[src/hw/rtl/ncae_pkg.sv]
// ---------------------------------------------------------------------------
// ncae_pkg
// Shared types and constants of the nibble RAM/ALU execute block.
// ---------------------------------------------------------------------------
package ncae_pkg;

    localparam int RAM_WORDS_DEF = 128;
    localparam int MASK_W        = 7;
    localparam int CMD_W         = 5;
    localparam int IN_TDATA_W    = 24;
    localparam int OUT_TDATA_W   = 16;

    localparam logic [MASK_W-1:0] MASK_RESET  = 7'h7f;
    localparam logic [3:0]        ADX_NO_SKIP = 4'd10;

    typedef enum logic [CMD_W-1:0] {
        CMD_LB    = 5'd0,
        CMD_LBL   = 5'd1,
        CMD_EXBLA = 5'd2,
        CMD_INCB  = 5'd3,
        CMD_DECB  = 5'd4,
        CMD_EXC   = 5'd5,
        CMD_EXCI  = 5'd6,
        CMD_EXCD  = 5'd7,
        CMD_LDA   = 5'd8,
        CMD_LAX   = 5'd9,
        CMD_ADD   = 5'd10,
        CMD_ADD11 = 5'd11,
        CMD_ADX   = 5'd12,
        CMD_COMA  = 5'd13,
        CMD_ROT   = 5'd14,
        CMD_RC    = 5'd15,
        CMD_SC    = 5'd16,
        CMD_TC    = 5'd17,
        CMD_TAM   = 5'd18,
        CMD_TMI   = 5'd19,
        CMD_TA0   = 5'd20,
        CMD_TABL  = 5'd21,
        CMD_RM    = 5'd22,
        CMD_SM    = 5'd23
    } t_cmd;

    // architectural registers
    typedef struct packed {
        logic [3:0] acc;
        logic       carry;
        logic [3:0] low;
        logic [2:0] bank;
        logic       last_lax;
    } t_state;

    // RAM write request from the ALU
    typedef struct packed {
        logic       we;
        logic [3:0] data;
    } t_ram_wr;

    // one result item
    typedef struct packed {
        logic [2:0] bank;
        logic [3:0] low;
        logic       carry;
        logic [3:0] acc;
        logic       skip;
    } t_result;

endpackage

[src/hw/rtl/ncae_ram.sv]
// ---------------------------------------------------------------------------
// ncae_ram
// Nibble data RAM with per-entry valid bits (reads zero until written),
// registered read and same-cycle write forwarding.
// ---------------------------------------------------------------------------
module ncae_ram #(
    parameter int RAM_WORDS = ncae_pkg::RAM_WORDS_DEF,
    localparam int AW = $clog2(RAM_WORDS)
) (
    input  logic          i_clk,
    input  logic          i_rst_n,
    input  logic          i_we,
    input  logic [AW-1:0] i_waddr,
    input  logic [3:0]    i_wdata,
    input  logic [AW-1:0] i_raddr,
    output logic [3:0]    o_rdata
);

    logic [3:0]           mem [RAM_WORDS];
    logic [RAM_WORDS-1:0] r_vld;
    logic [3:0]           r_q;
    logic                 r_q_vld;
    logic                 r_fwd;
    logic [3:0]           r_fwd_data;

    always_ff @(posedge i_clk) begin
        if (i_we) begin
            mem[i_waddr] <= i_wdata;
        end
        r_q        <= mem[i_raddr];
        r_fwd_data <= i_wdata;
    end

    always_ff @(posedge i_clk) begin
        if (!i_rst_n) begin
            r_vld   <= '0;
            r_q_vld <= 1'b0;
            r_fwd   <= 1'b0;
        end else begin
            if (i_we) begin
                r_vld[i_waddr] <= 1'b1;
            end
            r_q_vld <= r_vld[i_raddr];
            r_fwd   <= i_we && (i_waddr == i_raddr);
        end
    end

    assign o_rdata = r_fwd ? r_fwd_data : (r_q_vld ? r_q : 4'd0);

endmodule

[src/hw/rtl/ncae_alu.sv]
// ---------------------------------------------------------------------------
// ncae_alu
// Combinational execute of one data instruction: next register state,
// skip flag and RAM write request.
// ---------------------------------------------------------------------------
module ncae_alu (
    input  ncae_pkg::t_state  i_state,
    input  logic [4:0]        i_cmd,
    input  logic [3:0]        i_op,
    input  logic [7:0]        i_sb,
    input  logic [6:0]        i_mask,
    input  logic [3:0]        i_ram,
    output ncae_pkg::t_state  o_state,
    output ncae_pkg::t_ram_wr o_wr,
    output logic              o_skip
);

    logic [4:0] sum_add;
    logic [4:0] sum_adc;
    logic [4:0] sum_adx;
    logic [3:0] low_inc;
    logic [3:0] low_dec;
    logic [2:0] bank_xor;
    logic [3:0] bit_sel;
    logic [6:0] sb_masked;

    always_comb begin
        sum_add   = {1'b0, i_state.acc} + {1'b0, i_ram};
        sum_adc   = sum_add + {4'd0, i_state.carry};
        sum_adx   = {1'b0, i_state.acc} + {1'b0, i_op};
        low_inc   = i_state.low + 4'd1;
        low_dec   = i_state.low - 4'd1;
        bank_xor  = i_state.bank ^ {1'b0, i_op[1:0]};
        bit_sel   = 4'd1 << i_op[1:0];
        sb_masked = i_sb[6:0] & i_mask;

        o_state          = i_state;
        o_state.last_lax = (ncae_pkg::t_cmd'(i_cmd) == ncae_pkg::CMD_LAX);
        o_wr.we          = 1'b0;
        o_wr.data        = i_state.acc;
        o_skip           = 1'b0;

        unique case (ncae_pkg::t_cmd'(i_cmd))
            ncae_pkg::CMD_LB: begin
                o_state.bank = {i_state.bank[2], i_op[1:0]};
                o_state.low  = {{2{|i_op[3:2]}}, i_op[3:2]};
            end
            ncae_pkg::CMD_LBL: begin
                o_state.low  = i_sb[3:0];
                o_state.bank = sb_masked[6:4];
            end
            ncae_pkg::CMD_EXBLA: begin
                o_state.acc = i_state.low;
                o_state.low = i_state.acc;
            end
            ncae_pkg::CMD_INCB: begin
                o_state.low = low_inc;
                o_skip      = (low_inc == 4'd0);
            end
            ncae_pkg::CMD_DECB: begin
                o_state.low = low_dec;
                o_skip      = (low_dec == 4'hf);
            end
            ncae_pkg::CMD_EXC: begin
                o_state.acc  = i_ram;
                o_state.bank = bank_xor;
                o_wr.we      = 1'b1;
            end
            ncae_pkg::CMD_EXCI: begin
                o_state.acc  = i_ram;
                o_state.bank = bank_xor;
                o_wr.we      = 1'b1;
                o_state.low  = low_inc;
                o_skip       = (low_inc == 4'd0);
            end
            ncae_pkg::CMD_EXCD: begin
                o_state.acc  = i_ram;
                o_state.bank = bank_xor;
                o_wr.we      = 1'b1;
                o_state.low  = low_dec;
                o_skip       = (low_dec == 4'hf);
            end
            ncae_pkg::CMD_LDA: begin
                o_state.acc  = i_ram;
                o_state.bank = bank_xor;
            end
            ncae_pkg::CMD_LAX: begin
                // a run of LAX only loads on its first
                if (!i_state.last_lax) begin
                    o_state.acc = i_op;
                end
            end
            ncae_pkg::CMD_ADD: begin
                o_state.acc = sum_add[3:0];
            end
            ncae_pkg::CMD_ADD11: begin
                o_state.acc   = sum_adc[3:0];
                o_state.carry = sum_adc[4];
                o_skip        = sum_adc[4];
            end
            ncae_pkg::CMD_ADX: begin
                o_state.acc = sum_adx[3:0];
                o_skip      = sum_adx[4] && (i_op != ncae_pkg::ADX_NO_SKIP);
            end
            ncae_pkg::CMD_COMA: begin
                o_state.acc = ~i_state.acc;
            end
            ncae_pkg::CMD_ROT: begin
                o_state.acc   = {i_state.carry, i_state.acc[3:1]};
                o_state.carry = i_state.acc[0];
            end
            ncae_pkg::CMD_RC: begin
                o_state.carry = 1'b0;
            end
            ncae_pkg::CMD_SC: begin
                o_state.carry = 1'b1;
            end
            ncae_pkg::CMD_TC: begin
                o_skip = !i_state.carry;
            end
            ncae_pkg::CMD_TAM: begin
                o_skip = (i_state.acc == i_ram);
            end
            ncae_pkg::CMD_TMI: begin
                o_skip = |(i_ram & bit_sel);
            end
            ncae_pkg::CMD_TA0: begin
                o_skip = (i_state.acc == 4'd0);
            end
            ncae_pkg::CMD_TABL: begin
                o_skip = (i_state.acc == i_state.low);
            end
            ncae_pkg::CMD_RM: begin
                o_wr.we   = 1'b1;
                o_wr.data = i_ram & ~bit_sel;
            end
            ncae_pkg::CMD_SM: begin
                o_wr.we   = 1'b1;
                o_wr.data = i_ram | bit_sel;
            end
            default: begin
                // unused codes: no operation
            end
        endcase
    end

endmodule

[src/hw/rtl/nibble_cpu_ram_alu_execute.sv]
// ---------------------------------------------------------------------------
// nibble_cpu_ram_alu_execute
// Data-instruction execute unit of a 4-bit controller: accumulator, carry,
// banked RAM pointer and nibble data RAM, one result per instruction.
// ---------------------------------------------------------------------------
//  channel   direction  ports            contents
//  s_axis    in         tvalid/tready    tdata: command, opcode_low, second_byte
//  m_axis    out        tvalid/tready    tdata: skip, acc, carry, ptr low, bank
//  cfg       in         valid/ready      data: ram_address_mask (always ready)
//
//  One instruction per cycle when not stalled: input register -> execute -> result register.
//  The RAM read for the next instruction is issued at the next-pointer
//  address, so the registered read data is ready when the instruction runs.
//  Reset clears state, valid flags and RAM valid bits at once, mask all ones; no sweep.
//  A stalled result only holds the pipe when the input register is also full.
// ---------------------------------------------------------------------------
module nibble_cpu_ram_alu_execute #(
    parameter int RAM_WORDS = ncae_pkg::RAM_WORDS_DEF
) (
    input  logic        i_clk,
    input  logic        i_rst_n,
    input  logic        s_axis_tvalid,
    output logic        s_axis_tready,
    // [4:0] command, [8:5] opcode_low, [16:9] second_byte, [23:17] zero
    input  logic [ncae_pkg::IN_TDATA_W-1:0]  s_axis_tdata,
    output logic        m_axis_tvalid,
    input  logic        m_axis_tready,
    // [0] skip_next, [4:1] accumulator_out, [5] carry_out,
    // [9:6] pointer_low_out, [12:10] pointer_bank_out, [15:13] zero
    output logic [ncae_pkg::OUT_TDATA_W-1:0] m_axis_tdata,
    input  logic        i_cfg_valid,
    output logic        o_cfg_ready,
    input  logic [6:0]  i_cfg_data
);

    localparam int AW = $clog2(RAM_WORDS);

    logic              r_in_vld;
    logic [4:0]        r_cmd;
    logic [3:0]        r_op;
    logic [7:0]        r_sb;
    ncae_pkg::t_state  r_st;
    ncae_pkg::t_state  n_st;
    ncae_pkg::t_state  w_alu_st;
    logic [6:0]        r_mask;
    logic [6:0]        n_mask;
    logic              r_out_vld;
    ncae_pkg::t_result r_out;

    logic              w_exec;
    logic              w_in_take;
    logic              w_skip;
    ncae_pkg::t_ram_wr w_wr;
    logic [3:0]        w_rdata;
    logic [AW-1:0]     w_waddr;
    logic [AW-1:0]     w_raddr;

    // pointer & mask, folded into the RAM size by taking off four, two and
    // one times its size (the masked pointer is below eight times the size)
    function automatic logic [AW-1:0] ram_addr(input logic [2:0] bank,
                                               input logic [3:0] low,
                                               input logic [6:0] mask);
        logic [9:0] a;
        a = {3'b000, ({bank, low} & mask)};
        for (int s = 2; s >= 0; s--) begin
            if (a >= (10'(RAM_WORDS) << s)) begin
                a = a - (10'(RAM_WORDS) << s);
            end
        end
        return a[AW-1:0];
    endfunction

    assign w_exec        = r_in_vld && (!r_out_vld || m_axis_tready);
    assign s_axis_tready = !r_in_vld || w_exec;
    assign w_in_take     = s_axis_tvalid && s_axis_tready;
    assign o_cfg_ready   = 1'b1;

    ncae_alu u_alu (
        .i_state (r_st),
        .i_cmd   (r_cmd),
        .i_op    (r_op),
        .i_sb    (r_sb),
        .i_mask  (r_mask),
        .i_ram   (w_rdata),
        .o_state (w_alu_st),
        .o_wr    (w_wr),
        .o_skip  (w_skip)
    );

    always_comb begin
        n_st    = w_exec ? w_alu_st : r_st;
        n_mask  = i_cfg_valid ? i_cfg_data : r_mask;
        w_waddr = ram_addr(r_st.bank, r_st.low, r_mask);
        w_raddr = ram_addr(n_st.bank, n_st.low, n_mask);
    end

    ncae_ram #(
        .RAM_WORDS (RAM_WORDS)
    ) u_ram (
        .i_clk   (i_clk),
        .i_rst_n (i_rst_n),
        .i_we    (w_exec && w_wr.we),
        .i_waddr (w_waddr),
        .i_wdata (w_wr.data),
        .i_raddr (w_raddr),
        .o_rdata (w_rdata)
    );

    always_ff @(posedge i_clk) begin
        if (w_in_take) begin
            r_cmd <= s_axis_tdata[4:0];
            r_op  <= s_axis_tdata[8:5];
            r_sb  <= s_axis_tdata[16:9];
        end
        if (w_exec) begin
            r_out.skip  <= w_skip;
            r_out.acc   <= w_alu_st.acc;
            r_out.carry <= w_alu_st.carry;
            r_out.low   <= w_alu_st.low;
            r_out.bank  <= w_alu_st.bank;
        end
    end

    always_ff @(posedge i_clk) begin
        if (!i_rst_n) begin
            r_in_vld  <= 1'b0;
            r_out_vld <= 1'b0;
            r_st      <= '0;
            r_mask    <= ncae_pkg::MASK_RESET;
        end else begin
            r_in_vld  <= w_in_take || (r_in_vld && !w_exec);
            r_out_vld <= w_exec || (r_out_vld && !m_axis_tready);
            r_st      <= n_st;
            r_mask    <= n_mask;
        end
    end

    assign m_axis_tvalid = r_out_vld;
    assign m_axis_tdata  = {3'd0, r_out};

    // an executed instruction always lands in the result register
    a_exec_result: assert property (@(posedge i_clk) disable iff (!i_rst_n)
        i_rst_n && w_exec |=> r_out_vld)
        else $error("executed instruction produced no result");

    // registers only move when an instruction executes
    a_state_hold: assert property (@(posedge i_clk) disable iff (!i_rst_n)
        i_rst_n && !w_exec |=> $stable(r_st))
        else $error("state changed without execute");

    // a write to the address being read is seen by the next instruction
    a_ram_forward: assert property (@(posedge i_clk) disable iff (!i_rst_n)
        i_rst_n && w_exec && w_wr.we && (w_waddr == w_raddr)
        |=> w_rdata == $past(w_wr.data))
        else $error("RAM write not forwarded");

    // only test, carry-out add and pointer step instructions may request a skip
    a_skip_source: assert property (@(posedge i_clk) disable iff (!i_rst_n)
        i_rst_n && w_exec && w_skip |->
        (r_cmd == ncae_pkg::CMD_INCB || r_cmd == ncae_pkg::CMD_DECB ||
         r_cmd == ncae_pkg::CMD_EXCI || r_cmd == ncae_pkg::CMD_EXCD ||
         r_cmd == ncae_pkg::CMD_ADD11 || r_cmd == ncae_pkg::CMD_ADX ||
         r_cmd == ncae_pkg::CMD_TC || r_cmd == ncae_pkg::CMD_TAM ||
         r_cmd == ncae_pkg::CMD_TMI || r_cmd == ncae_pkg::CMD_TA0 ||
         r_cmd == ncae_pkg::CMD_TABL))
        else $error("skip from a non-test instruction");

    // repeated LAX leaves the accumulator alone
    a_lax_repeat: assert property (@(posedge i_clk) disable iff (!i_rst_n)
        i_rst_n && w_exec && (r_cmd == ncae_pkg::CMD_LAX) && r_st.last_lax
        |=> r_st.acc == $past(r_st.acc))
        else $error("repeated LAX loaded the accumulator");

endmodule
[config.mk]
export PLATFORM = sky130hd
export DESIGN_NAME = nibble_cpu_ram_alu_execute
export DESIGN_NICKNAME = d
export VERILOG_FILES = /design/src/hw/rtl/ncae_pkg.sv /design/src/hw/rtl/ncae_ram.sv /design/src/hw/rtl/ncae_alu.sv /design/src/hw/rtl/nibble_cpu_ram_alu_execute.sv
export SDC_FILE = /design/constraint.sdc
export NUM_CORES = 1
export LEC_CHECK = 0
export BUFFER_PORTS_ARGS = -buffer_cell sky130_fd_sc_hd__buf_2
export CORE_MARGIN = 5
export CORE_UTILIZATION = 41
export CTS_CLUSTER_SIZE = 24
export DETAILED_ROUTE_END_ITERATION = 16
export PLACE_DENSITY = 0.52
export SYNTH_ARGS = -nofsm -noshare
export SYNTH_HDL_FRONTEND = slang
export SYNTH_SLANG_ARGS = --single-unit
[constraint.sdc]
create_clock -name i_clk -period 20.8 [get_ports i_clk]
set_clock_uncertainty 0.15 [all_clocks]
set_input_delay 2.08 -clock i_clk [delete_from_list [all_inputs] [get_ports i_clk]]
set_output_delay 2.08 -clock i_clk [all_outputs]
set_load 0.1 [all_outputs]
==> results.cfg <==
[routing]
drtPass1Iterations = 8
antenna_left = 0
wl_per_cell_um = 24.3
routed_wl_um = 88700
remaining_drc_errors = 0
initialDrtViolationCount = 1976
vias = 21000
via_per_inst = 5.75

[yosys]
ys_warn_count = 0
synth_area_leader_cell = edfxtp_1
ys_seq_elements = 701
synth.area.top_cells = edfxtp_1, dfxtp_1, nand2_1, nor2_1, a211oi_1
synth-seq-area-share = 0.650
syn-cell-area_um2 = 29900
synth_edf_count = 541
yosys.area.top_type_share = 0.543
ys_async_sr_fraction = 0
synth_cell_types = 85
netlist_instances = 2648
ys.flop_type = edfxtp_1
syn_area_per_cell_um2 = 11.3

[die]
ios = 55
core_um2 = 72700
die_height_um = 280
die_w_um = 280
fp-row-count = 99
initial_core_util = 0.411
die_area_um2 = 78500

[clock_tree]
cts.sinks = 701
numCtsBuffers = 76
cts_resized = 0
clk_path_buf_depth = 3
clk_latency_ps = 610
cts_setup_buffers = 0
clock-root-buffer = clkbuf_16
cts_hold_buf = 0
htreeDepth = 3
cts_tree = yes
path_clk_slew_ps = 60

[setup_path]
critPathBufInv = 4
required_ps = 21200
endpoint = u_ram.r_q_vld
path_cells = buf_2 > nand2b_1 > nand2_1 > o41a_2 > buf_4 > nand2_4 > buf_4 > buf_4 > nand2_1 > and3_1 > a311oi_1 > nor4_1 > nor4_1 > a211o_1
setup.worst_path.class = in2reg
cp_top_family = simple AND/OR/NAND/NOR gates
r2r_cells = 13
path_common_cell = buf_4
arrival_ps = 7690
rr_startpoint = r_cmd[1]
critical_path.max_fanout = 69
cp-end-kind = register
cpPeakStageDelay_ps = 890
cp.depth = 14
cp-startpoint = m_axis_tready
r2r-end = u_ram.r_q_vld
critPathLaunchType = primary input
reg2reg_slack_ps = 14440
crit_slowest_cell = nor4_1

[sta]
fin_crit_sh = 0.351
slew_headroom = 0.259
rsz0062_at_grt = false
max_freq_mhz = 137
maxSlewViolCount = 0
hold_ws_ps = 308
setup_viol = 0
finalHoldViolations = 0
layout_min_cycle_time_ps = 7290
fin_tns_setup_ps = 0
worst_slew_pin_slew_ps = 1110

[global_routing]
grt_pass1_wl_um = 131000
antenna_found_initial = 1
grt_usage = 0.220
grt_pass1_vias = 20300
grt_max_degree = 107
grt_overflow = 0

[final_layout]
nNetsFinal = 2680
final_common_cell = edfxtp_1
layout-drive-gt1-share = 0.0851
final_cells = 3651
fill_cells = 6659
diodes = 0
area_growth_syn_to_layout_pct = 11.3
design_area_um2 = 33300
layout_common_cells = edfxtp_1, nand2_1, nor2_1

[placement]
place_congestion = 0.895
placed_cell_area_um2 = 30900
dp.cells = 3509
port_buffers = 42
hpwl_um = 53600

[pwr]
vdd_drop_max_mv = 0.0583
p_leak_uw = 0.0118
cellPowerDensity_nw_per_um2 = 94.8

[run]
cap_viol_max_count = 0

[min_path]
whs_path_depth = 2
hp-class = reg2reg

[run_status]
status = finished, final reports clean
cell families after synthesis:
| group | count (synthesis) | share of synthesized area |
|---|---|---|
| other cells | 2 | 0.000251 |
| xor+xnor | 21 | 0.00615 |
| simple gates | 1226 | 0.177 |
| buf+inv | 194 | 0.0311 |
| flops | 701 | 0.650 |
| mux | 79 | 0.0271 |
| compound gates | 409 | 0.101 |
| fa+ha+maj | 16 | 0.00719 |
worst register-to-register path, stage by stage, from the launching register on:
cell,delay [ps]
edfxtp_1,970
or4_1,240
o22ai_1,130
o41a_2,490
buf_4,250
nand2_4,650
buf_4,680
buf_4,830
nand2_1,150
and3_1,220
a311oi_1,310
nor4_1,110
nor4_1,890
a211o_1,240
sequential cells by signal, summed over array words and instances, names as in the netlist:
| name | flops |
|---|---|
| u_ram.mem | 512 |
| u_ram.r_vld | 128 |
| m_axis_tdata | 13 |
| r_st | 13 |
| r_mask | 7 |
| r_sb | 7 |
| r_cmd | 5 |
| r_op | 4 |
| u_ram.r_fwd_data | 4 |
| u_ram.r_q | 4 |
| m_axis_tvalid | 1 |
| r_in_vld | 1 |
| u_ram.r_fwd | 1 |
| u_ram.r_q_vld | 1 |
worst min-delay path by stage:
stage | startpoint | to
finish | u_ram.r_vld[71] | u_ram.r_vld[71]
global route | u_ram.r_vld[7] | u_ram.r_vld[7]
CTS | u_ram.r_vld[71] | u_ram.r_vld[71]
detailed placement | u_ram.r_vld[71] | u_ram.r_vld[71]
global placement | u_ram.r_vld[71] | u_ram.r_vld[71]
floorplan | u_ram.r_vld[115] | u_ram.r_vld[115]
layer usage:
layer / GRT usage / wire (um) / vias up
li1: - / - / 9603
met1: 0.304 / 38400 / 10500
met2: 0.356 / 41600 / 770
met3: 0.0397 / 6040 / 149
met4: 0.0720 / 2700 / 0
met5: 0 / 0 / -
power by group:
part / switching, uW / total, uW / internal, uW
sequential: 11.4 / 1530 / 1520
combinational: 231 / 310 / 79.0
clock: 542 / 1310 / 770
total: 784 / 3160 / 2370
final cells by class:
cell class | count | area, um2 | share of cell area
Clock buffer | 120 | 2290 | 0.0688
Clock inverter | 22 | 154 | 0.00462
Inverter | 17 | 66.3 | 0.00199
Multi-Input combinational cell | 1755 | 9640 | 0.290
Sequential cell | 701 | 19400 | 0.584
Timing Repair Buffer | 77 | 498 | 0.0150
Tap cell | 959 | 1200 | 0.0360
through the flow:
step / setup slack [ps] / power, uW / utilization
2_1_floorplan: 12940 / 1770 / -
3_3_place_gp: 13070 / 1870 / 0.424
3_5_place_dp: 13050 / 1870 / 0.424
4_1_cts: 13690 / 3180 / 0.458
5_1_grt: 13400 / 3260 / 0.458
6_report: 13510 / 3160 / 0.458
cells in the mapped netlist (all sizes together) (5+ instances only):
library cell,number
inv,17
nor2b,13
a2111oi,24
a22oi,9
a21oi,71
dfxtp,160
nand2b,17
nor3,17
nand3b,5
o2111ai,6
xor2,9
o22ai,10
xnor2,12
buf,114
and3,84
a221oi,16
and2,11
mux2i,71
o211ai,5
or2,5
a32o,5
nand3,141
ha,14
mux2,7
clkbuf,63
nand2,457
edfxtp,541
a31oi,58
a22o,5
or3,5
a311oi,21
o31ai,5
o21ai,31
nand4,13
nor4,9
a31o,5
nor2,435
a211oi,98
a21o,5
No activity file was read; power rests on OpenSTA's default activity.
